File: config.mk
export PLATFORM = sky130hd
export DESIGN_NAME = snapshot_version_tracker_core
export DESIGN_NICKNAME = d
export VERILOG_FILES = /design/src/sv/svt_pkg.sv /design/src/sv/svt_datapath.sv /design/src/sv/svt_ctrl.sv /design/src/sv/snapshot_version_tracker_core.sv
export SDC_FILE = /design/constraint.sdc
export NUM_CORES = 2
export LEC_CHECK = 0
export ABC_AREA = 1
export BUFFER_PORTS_ARGS = -buffer_cell sky130_fd_sc_hd__buf_4
export CAP_MARGIN = 5
export CORE_AREA = 2 2 342 598
export CTS_CLUSTER_SIZE = 20
export DETAILED_ROUTE_END_ITERATION = 10
export DIE_AREA = 0 0 344 600
export GPL_ROUTABILITY_DRIVEN = 0
export PLACE_DENSITY_LB_ADDON = 0.08
export SLEW_MARGIN = 0
export SYNTH_ARGS = -nofsm -noshare
export SYNTH_HDL_FRONTEND = slang
export SYNTH_SLANG_ARGS = --single-unit
export TNS_END_PERCENT = 10
File: constraint.sdc
create_clock -name clk -period 6.5 [get_ports clk]
set_clock_uncertainty 0.15 [all_clocks]
set_input_delay 0.65 -clock clk [delete_from_list [all_inputs] [get_ports clk]]
set_output_delay 0.65 -clock clk [all_outputs]
set_load 0.01 [all_outputs]
File: src/sv/svt_pkg.sv
// Shared types and constants for the snapshot version tracker.
// No dependencies; used by svt_ctrl, svt_datapath and snapshot_version_tracker_core.
package svt_pkg;

  localparam int SEQ_W       = 63;
  localparam int MAX_RESULTS = 32;
  localparam int K_W         = $clog2(MAX_RESULTS + 1);

  // command codes (code 3 falls through to query)
  localparam logic [1:0] CMD_REGISTER   = 2'd0;
  localparam logic [1:0] CMD_UNREGISTER = 2'd1;
  localparam logic [1:0] CMD_QUERY      = 2'd2;

  // result status codes
  localparam logic [2:0] STS_OK           = 3'd0;
  localparam logic [2:0] STS_OUT_OF_ORDER = 3'd1;
  localparam logic [2:0] STS_LIST_FULL    = 3'd2;
  localparam logic [2:0] STS_NOT_REG      = 3'd3;
  localparam logic [2:0] STS_BAD_RANGE    = 3'd4;

  typedef struct packed {
    logic [1:0]       command;
    logic [SEQ_W-1:0] seq_value;
    logic [SEQ_W-1:0] next_commit;
  } in_item_t;

  typedef struct packed {
    logic [2:0]       status;
    logic             removable;
    logic [SEQ_W-1:0] blocking_snapshot;
    logic             last;
  } out_item_t;

  typedef enum logic [2:0] {
    S_IDLE,
    S_DISP,
    S_REG,
    S_UNR_SRCH,
    S_UNR_SHIFT,
    S_Q_SRCH,
    S_Q_EMIT
  } fsm_state_t;

  typedef enum logic [1:0] {
    PTR_HOLD,
    PTR_ZERO,
    PTR_INC,
    PTR_LAST
  } ptr_op_t;

  typedef enum logic {
    WR_APPEND,
    WR_SHIFT
  } wr_sel_t;

  // controller -> datapath
  typedef struct packed {
    logic       load_in;
    ptr_op_t    ptr_op;
    logic       wr_en;
    wr_sel_t    wr_sel;
    logic       cnt_inc;
    logic       cnt_dec;
    logic       pend_load;
    logic       k_first;
    logic       k_inc;
    logic       emit;
    logic [2:0] emit_status;
    logic       emit_removable;
    logic       emit_snap;
    logic       emit_last;
  } svt_cmd_t;

  // datapath -> controller
  typedef struct packed {
    logic [1:0] command;
    logic       full;
    logic       cnt_zero;
    logic       at_end;
    logic       below_last;
    logic       rd_lt_seq;
    logic       hit;
    logic       bad_range;
    logic       nxt_le_rd;
    logic       rd_gt_nxt;
    logic       dup;
    logic       k_max;
    logic       slot_free;
  } svt_sts_t;

endpackage

File: src/sv/svt_datapath.sv
// Datapath: snapshot list memory, walk pointer, entry count, compares and
// the output register. Depends on svt_pkg; driven by svt_ctrl.
module svt_datapath #(
  parameter int LIST_DEPTH = 32
) (
  input  logic               clk,
  input  logic               rst,
  input  svt_pkg::in_item_t  in_item,
  input  svt_pkg::svt_cmd_t  cmd,
  output svt_pkg::svt_sts_t  sts,
  output logic               out_valid,
  input  logic               out_ready,
  output svt_pkg::out_item_t out_item
);
  import svt_pkg::*;

  localparam int IW = $clog2(LIST_DEPTH);
  localparam int CW = $clog2(LIST_DEPTH + 1);
  localparam logic [CW-1:0] DEPTH_C = CW'(LIST_DEPTH);
  localparam logic [K_W-1:0] KMAX_C = K_W'(MAX_RESULTS);

  logic [SEQ_W-1:0] mem [LIST_DEPTH];

  in_item_t         cur;
  logic [CW-1:0]    ptr;
  logic [CW-1:0]    ptr_next;
  logic [CW-1:0]    ptr_prev;
  logic [CW-1:0]    cnt;
  logic [SEQ_W-1:0] rdata;
  logic [SEQ_W-1:0] pending;
  logic [K_W-1:0]   k;
  logic [IW-1:0]    wr_addr;
  logic [SEQ_W-1:0] wr_data;

  always_comb begin
    unique case (cmd.ptr_op)
      PTR_HOLD: ptr_next = ptr;
      PTR_ZERO: ptr_next = '0;
      PTR_INC:  ptr_next = ptr + 1'b1;
      PTR_LAST: ptr_next = cnt - 1'b1;
      default:  ptr_next = ptr;
    endcase
  end

  assign ptr_prev = ptr - 1'b1;

  always_comb begin
    unique case (cmd.wr_sel)
      WR_APPEND: begin
        wr_addr = cnt[IW-1:0];
        wr_data = cur.seq_value;
      end
      WR_SHIFT: begin
        wr_addr = ptr_prev[IW-1:0];
        wr_data = rdata;
      end
      default: begin
        wr_addr = cnt[IW-1:0];
        wr_data = cur.seq_value;
      end
    endcase
  end

  // one write port, one registered read port
  always_ff @(posedge clk) begin
    if (cmd.wr_en) begin
      mem[wr_addr] <= wr_data;
    end
    rdata <= mem[ptr_next[IW-1:0]];
  end

  always_ff @(posedge clk) begin
    ptr <= ptr_next;
    if (cmd.load_in) begin
      cur <= in_item;
    end
    if (cmd.pend_load) begin
      pending <= rdata;
    end
    if (cmd.k_first) begin
      k <= K_W'(1);
    end else if (cmd.k_inc) begin
      k <= k + 1'b1;
    end
  end

  always_ff @(posedge clk) begin
    if (rst) begin
      cnt <= '0;
    end else if (cmd.cnt_inc) begin
      cnt <= cnt + 1'b1;
    end else if (cmd.cnt_dec) begin
      cnt <= cnt - 1'b1;
    end
  end

  // output register
  always_ff @(posedge clk) begin
    if (rst) begin
      out_valid <= 1'b0;
    end else if (cmd.emit) begin
      out_valid <= 1'b1;
    end else if (out_ready) begin
      out_valid <= 1'b0;
    end
  end

  always_ff @(posedge clk) begin
    if (cmd.emit) begin
      out_item.status            <= cmd.emit_status;
      out_item.removable         <= cmd.emit_removable;
      out_item.blocking_snapshot <= cmd.emit_snap ? pending : '0;
      out_item.last              <= cmd.emit_last;
    end
  end

  always_comb begin
    sts.command    = cur.command;
    sts.full       = (cnt >= DEPTH_C);
    sts.cnt_zero   = (cnt == '0);
    sts.at_end     = (ptr >= cnt);
    sts.below_last = (cur.seq_value < rdata);
    sts.rd_lt_seq  = (rdata < cur.seq_value);
    sts.hit        = (rdata == cur.seq_value);
    sts.bad_range  = (cur.next_commit <= cur.seq_value);
    sts.nxt_le_rd  = (cur.next_commit <= rdata);
    sts.rd_gt_nxt  = (rdata > cur.next_commit);
    sts.dup        = (rdata == pending);
    sts.k_max      = (k >= KMAX_C);
    sts.slot_free  = !out_valid || out_ready;
  end

endmodule

File: src/sv/svt_ctrl.sv
// Controller state machine for the snapshot version tracker.
// Depends on svt_pkg; drives svt_datapath through svt_cmd_t.
module svt_ctrl (
  input  logic              clk,
  input  logic              rst,
  input  logic              in_valid,
  output logic              in_ready,
  input  svt_pkg::svt_sts_t sts,
  output svt_pkg::svt_cmd_t cmd
);
  import svt_pkg::*;

  fsm_state_t state, state_next;

  always_ff @(posedge clk) begin
    if (rst) begin
      state <= S_IDLE;
    end else begin
      state <= state_next;
    end
  end

  always_comb begin
    state_next = state;
    in_ready   = 1'b0;
    cmd        = '0;
    cmd.ptr_op = PTR_HOLD;
    cmd.wr_sel = WR_APPEND;

    unique case (state)
      S_IDLE: begin
        in_ready = 1'b1;
        if (in_valid) begin
          cmd.load_in = 1'b1;
          state_next  = S_DISP;
        end
      end

      S_DISP: begin
        priority case (sts.command)
          CMD_REGISTER: begin
            cmd.ptr_op = PTR_LAST;
            state_next = S_REG;
          end
          CMD_UNREGISTER: begin
            cmd.ptr_op = PTR_ZERO;
            state_next = S_UNR_SRCH;
          end
          default: begin
            cmd.ptr_op = PTR_ZERO;
            state_next = S_Q_SRCH;
          end
        endcase
      end

      S_REG: begin
        if (sts.slot_free) begin
          cmd.emit      = 1'b1;
          cmd.emit_last = 1'b1;
          state_next    = S_IDLE;
          priority if (sts.full) begin
            cmd.emit_status = STS_LIST_FULL;
          end else if (!sts.cnt_zero && sts.below_last) begin
            cmd.emit_status = STS_OUT_OF_ORDER;
          end else begin
            cmd.emit_status = STS_OK;
            cmd.wr_en       = 1'b1;
            cmd.cnt_inc     = 1'b1;
          end
        end
      end

      S_UNR_SRCH: begin
        priority if (sts.at_end) begin
          if (sts.slot_free) begin
            cmd.emit        = 1'b1;
            cmd.emit_status = STS_NOT_REG;
            cmd.emit_last   = 1'b1;
            state_next      = S_IDLE;
          end
        end else if (sts.hit) begin
          cmd.ptr_op = PTR_INC;
          state_next = S_UNR_SHIFT;
        end else begin
          cmd.ptr_op = PTR_INC;
        end
      end

      S_UNR_SHIFT: begin
        if (!sts.at_end) begin
          cmd.wr_en  = 1'b1;
          cmd.wr_sel = WR_SHIFT;
          cmd.ptr_op = PTR_INC;
        end else if (sts.slot_free) begin
          cmd.emit        = 1'b1;
          cmd.emit_status = STS_OK;
          cmd.emit_last   = 1'b1;
          cmd.cnt_dec     = 1'b1;
          state_next      = S_IDLE;
        end
      end

      S_Q_SRCH: begin
        priority if (sts.bad_range) begin
          if (sts.slot_free) begin
            cmd.emit        = 1'b1;
            cmd.emit_status = STS_BAD_RANGE;
            cmd.emit_last   = 1'b1;
            state_next      = S_IDLE;
          end
        end else if (sts.at_end || (!sts.rd_lt_seq && sts.nxt_le_rd)) begin
          if (sts.slot_free) begin
            cmd.emit           = 1'b1;
            cmd.emit_status    = STS_OK;
            cmd.emit_removable = 1'b1;
            cmd.emit_last      = 1'b1;
            state_next         = S_IDLE;
          end
        end else if (sts.rd_lt_seq) begin
          cmd.ptr_op = PTR_INC;
        end else begin
          cmd.pend_load = 1'b1;
          cmd.k_first   = 1'b1;
          cmd.ptr_op    = PTR_INC;
          state_next    = S_Q_EMIT;
        end
      end

      S_Q_EMIT: begin
        priority if (sts.at_end || sts.rd_gt_nxt || sts.k_max) begin
          if (sts.slot_free) begin
            cmd.emit        = 1'b1;
            cmd.emit_status = STS_OK;
            cmd.emit_snap   = 1'b1;
            cmd.emit_last   = 1'b1;
            state_next      = S_IDLE;
          end
        end else if (sts.dup) begin
          cmd.ptr_op = PTR_INC;
        end else if (sts.slot_free) begin
          cmd.emit        = 1'b1;
          cmd.emit_status = STS_OK;
          cmd.emit_snap   = 1'b1;
          cmd.pend_load   = 1'b1;
          cmd.k_inc       = 1'b1;
          cmd.ptr_op      = PTR_INC;
        end
      end

      default: begin
        state_next = S_IDLE;
      end
    endcase
  end

endmodule

File: src/sv/snapshot_version_tracker_core.sv
// Top level of the snapshot version tracker: sorted list of active snapshots.
// Depends on svt_pkg, svt_ctrl and svt_datapath.
//
//  channel | signals                      | payload
//  --------+------------------------------+---------------------------------------
//  in      | in_valid / in_ready          | in_item  (command, seq_value, next_commit)
//  out     | out_valid / out_ready        | out_item (status, removable,
//          |                              |           blocking_snapshot, last)
//
// One item at a time. Accept and dispatch come first, then the walk
// over the list memory runs at one entry per cycle through its single
// registered read port, but for the pauses on the output register below.
// Synchronous active-high reset empties the list (count to zero) at once;
// no clearing pass. A held result in the output register does not block
// accepting the next item; the walk only pauses when it has a new result
// and the output register is still occupied.
module snapshot_version_tracker_core #(
  parameter int LIST_DEPTH = 32
) (
  input  logic               clk,
  input  logic               rst,
  input  logic               in_valid,
  output logic               in_ready,
  input  svt_pkg::in_item_t  in_item,
  output logic               out_valid,
  input  logic               out_ready,
  output svt_pkg::out_item_t out_item
);
  import svt_pkg::*;

  svt_cmd_t ctl_cmd;  // controller commands
  svt_sts_t dp_sts;   // datapath flags

  svt_ctrl u_ctrl (
    .clk      (clk),
    .rst      (rst),
    .in_valid (in_valid),
    .in_ready (in_ready),
    .sts      (dp_sts),
    .cmd      (ctl_cmd)
  );

  svt_datapath #(
    .LIST_DEPTH (LIST_DEPTH)
  ) u_dp (
    .clk       (clk),
    .rst       (rst),
    .in_item   (in_item),
    .cmd       (ctl_cmd),
    .sts       (dp_sts),
    .out_valid (out_valid),
    .out_ready (out_ready),
    .out_item  (out_item)
  );

  // a result is only written into a free output slot
  a_emit_slot: assert property (@(posedge clk) disable iff (rst)
    ctl_cmd.emit |-> dp_sts.slot_free)
    else $error("result written over an untaken output");

  // never append to a full list
  a_no_overfill: assert property (@(posedge clk) disable iff (rst)
    ctl_cmd.cnt_inc |-> !dp_sts.full)
    else $error("append on full list");

  // never remove from an empty list
  a_no_underflow: assert property (@(posedge clk) disable iff (rst)
    ctl_cmd.cnt_dec |-> !dp_sts.cnt_zero)
    else $error("remove on empty list");

  // final result of an item returns the block to accepting
  a_last_frees: assert property (@(posedge clk) disable iff (rst)
    (ctl_cmd.emit && ctl_cmd.emit_last) |=> in_ready)
    else $error("block not ready after final result");

  // an accepted item keeps the block busy
  a_accept_busy: assert property (@(posedge clk) disable iff (rst)
    (in_valid && in_ready) |=> !in_ready)
    else $error("ready right after accept");

endmodule
==> run summary <==
Slowest stage cell, crit path: dfxtp_1
Combinational Power Share: 0.400
WS Path Type: flip-flop to flip-flop
Tcrit/Tclk final: 0.996
Max-Cap Viols: 0
FF+latch count, synth: 2360
Crit path from: u_dp.rdata[3]
Cell count after placement: 11500
Routed WL per cell: 27.8 um
Grt total ovfl: 0
Cell Rows: 218
DRC: 0
Least-Margin Pin Slew: 1.29 ns
Max frequency: 0.155 GHz
Max VDD drop: 0.000311 V
R2r setup slk: 0.03 ns
Setup violators final: 0
Die width: 344 um
Int Pwr: 0.0313 W
Final wirelength: 335000 um
Worst Hold Class: input port to flip-flop
Clk sinks: 2360
Antenna-violating nets left: 0
Layout cell share with drive strength beyond 1: 0.104
Switching power total: 0.0215 W
Worst Path Required: 7.04 ns
RSZ-0062 raised after global routing: false
Count of cell types in the netlist: 48
Overall Power: 0.0528 W
Hold Crit Start: out_ready
Placed Instance Area: 107000 sq um
Critical Path End: u_dp.rdata[2]
Post-CTS Setup Inserts: 0
CP cell instances: inv_1 > ha_1 > nand2_1 > nor2_2 > nand3_1 > nor4_1 > nand4_1 > nand2_1 > nand2_2 > nand4_4 > nand3_4 > nor2_2 > inv_1 > nand2_8 > buf_12 > buf_4 > nand2_1 > nand2_1 > nand2_1 > nand3_1 > nand3_1 > nand2_1
Worst r2r dst: u_dp.rdata[2]
Vias in the first global route: 67600
Final Hold Fails: 0
Post-Syn Nets: 9180
Switching part of the total: 0.407
Worst-skew pair later-pin latency: 0.90 ns
Largest net degree at the start of global routing: 129
Initial antenna violation count: 7
Final non-filler cell total: 12000
R2R depth: 22
H-tree depth: 4
Layout Nets: 9552
Reg2reg start: u_dp.rdata[3]
Critical Path AT: 7.01 ns
Die H: 600 um
Critical path fanouts, max: 25
Fill count: 16600
CTS Root Cell: clkbuf_16
Pwr Density: 456 nW/um^2
Endpoint class of the critical path: flip-flop
GRT Util Overall: 0.321
Drt pass-1 iters: 5
Gate Count Post-Synth: 8846
Min Clock Period, post-route: 6.47 ns
CP startpoint kind: flip-flop
Final core occ: 0.575
Post-synth ARST share: 0
Iteration-0 DRC Markers: 7866
Instance count on the critical path: 22
Area grow syn2layout: 15.5%
Hold path cells: 5
Worst-path clk slew: 0.06 ns
EDFF count, synth: 2276
Sum Neg Setup Slack: 0 ns
Leak: 44.3 nW
Rel. slew slack: 0.140
Register share of total power: 0.354
CP bufs+invs: 4
Main synth FF type: edfxtp_1
Drt via density: 5.87
Most used cell, CP: nand2_1
Initial Util: 0.498
Post-synth top area share: 0.681
Max Transition Viols Final: 0
CTS tree: built
Yosys warnings: 0
Design Area, Final: 116000 sq um
Clock power share: 0.246
Worst path max stage delay: 0.70 ns
CORE AREA: 201000 sq um
Outcome: finished, final reports clean
CP top delay family: simple AND/OR/NAND/NOR gates
Count of port buffers added during placement: 201
Cell taking the most area after synthesis: edfxtp_1
Seq/Total Area, Yosys: 0.698
CTS buffer count: 219
Die area: 206000 sq um
CTS Buffer Depth: 4
HPWL Detailed: 196000 um
First-pass GRT wire length: 476000 um
Syn Area/Cell: 11.3 sq um
Post-Syn Area: 100000 sq um
Top cells by area, synth: edfxtp_1 (68%), nand2_1 (11%), nand3_1 (9.9%)
# IOs: 202
Routed via count: 70700
cell usage in the layout (no fill, tap or decap), types with 12 or more instances in the layout:
master,count
nor2_1,196
nand2_1,2842
edfxtp_1,2276
clkbuf_1,46
xnor2_1,14
clkinvlp_4,12
buf_4,371
bufinv_16,21
o21ai_2,45
dfxtp_1,84
nor2_4,33
inv_1,379
ha_1,202
clkbuf_8,16
buf_12,139
clkbuf_16,221
clkinv_1,30
dlygate4sd3_1,129
nand4_1,29
a21oi_1,85
xor2_1,57
o21ai_0,23
clkinv_2,39
nand3_1,1980
o21ai_4,13
Yosys cell counts, types with 2 or more instances:
cell / instances
nand3_1: 1980
nor2_1: 231
a21oi_1: 86
edfxtp_1: 2276
inv_2: 9
ha_1: 202
a31oi_1: 3
nand2_2: 5
o221ai_2: 2
inv_1: 379
o21a_1: 2
nor3_1: 8
buf_2: 316
nand2_4: 4
a21o_1: 11
buf_6: 6
buf_1: 22
nand4_1: 29
xnor2_1: 14
xor2_1: 57
nor3_2: 4
nor4_1: 5
a211oi_1: 4
dfxtp_1: 84
nor2_2: 5
buf_4: 73
clkbuf_1: 78
nand2_1: 2845
o21ai_0: 86
nor3b_1: 2
repair_timing:
action,4_1_cts,5_1_grt
setup endpoints to repair,45,0
endpoints found under the hold margin,136,0
resized for setup,3,0
hold buffers,129,0
layer usage:
metal,track usage,share of wire,vias to the layer above
li1,-,-,31500
met1,0.403,0.37,35000
met2,0.537,0.48,3397
met3,0.0423,0.079,776
met4,0.177,0.065,0
met5,0,0,-
cells by family (layout without fill, tap and decap cells):
| kind of cell | Yosys count | after routing | share of synthesized area |
|---|---|---|---|
| AND/OR/NAND/NOR | 5128 | 5128 | 0.219 |
| flip-flops | 2360 | 2360 | 0.698 |
| buffers and inverters | 884 | 1432 | 0.0402 |
| adder cells (fa/ha/maj) | 202 | 202 | 0.0252 |
| AO/OA/AOI/OAI | 201 | 201 | 0.0110 |
| XOR/XNOR | 71 | 71 | 0.00620 |
| other | 0 | 4 | 0 |
flip-flops by register name (all words and copies together), names as in the netlist:
| signal | count |
|---|---|
| u_ctrl.state | 3 |
| u_dp.cnt | 6 |
| u_dp.cur | 126 |
| u_dp.k | 6 |
| u_dp.mem | 2016 |
| u_dp.out_item | 68 |
| u_dp.out_valid | 1 |
| u_dp.pending | 63 |
| u_dp.ptr | 6 |
| u_dp.rdata | 63 |
| u_dp.sts | 2 |
power groups by stage:
stage                     combinational [W]  clock, W  sequential, W
final                                0.0212    0.0130         0.0187
after CTS                            0.0210    0.0132         0.0186
after detailed placement             0.0209         0         0.0190
after global placement               0.0207         0         0.0190
after floorplan                      0.0131         0         0.0185
after global routing                 0.0230    0.0137         0.0187
final cells by class:
class                      instances  area [sq um]  share of cell area
timing repair buffer             646          6960              0.0601
clock buffer                     283          5920              0.0511
antenna                            4          10.0           0.0000864
inverter                         389          1480              0.0127
clock inverter                   114          1180              0.0102
sequential                      2360         70000               0.605
tap                             2640          3300              0.0285
multi-input combinational       5602         26900               0.232
worst reg2reg max path, stage by stage, from the launching register on:
cell and delay (ns):
dfxtp_1 0.70, inv_1 0.21, ha_1 0.33, nand2_1 0.06
nor2_2 0.48, nand3_1 0.41, nor4_1 0.53, nand4_1 0.65
nand2_1 0.33, nand2_2 0.10, nand4_4 0.15, nand3_4 0.22
nor2_2 0.21, inv_1 0.13, nand2_8 0.30, buf_12 0.27
buf_4 0.26, nand2_1 0.10, nand2_1 0.07, nand2_1 0.04
nand3_1 0.08, nand3_1 0.09, nand2_1 0.39
stage by stage:
step	hold WS (ns)	setup slack (ns)
floorplan	0.280	0.997
global placement	0.313	-0.410
detailed placement	0.319	-0.355
CTS	0.0624	0.262
global route	0.127	0.0405
finish	0.117	0.0292
worst min-delay path by stage:
stage / to / slack, ns
2_1_floorplan: u_dp.k[5] / 0.28
3_5_place_dp: u_dp.k[5] / 0.32
4_1_cts: u_dp.out_valid / 0.06
5_1_grt: u_dp.out_valid / 0.13
3_3_place_gp: u_dp.k[5] / 0.31
6_report: u_dp.out_valid / 0.12
Power figures use the tool's default switching activity.
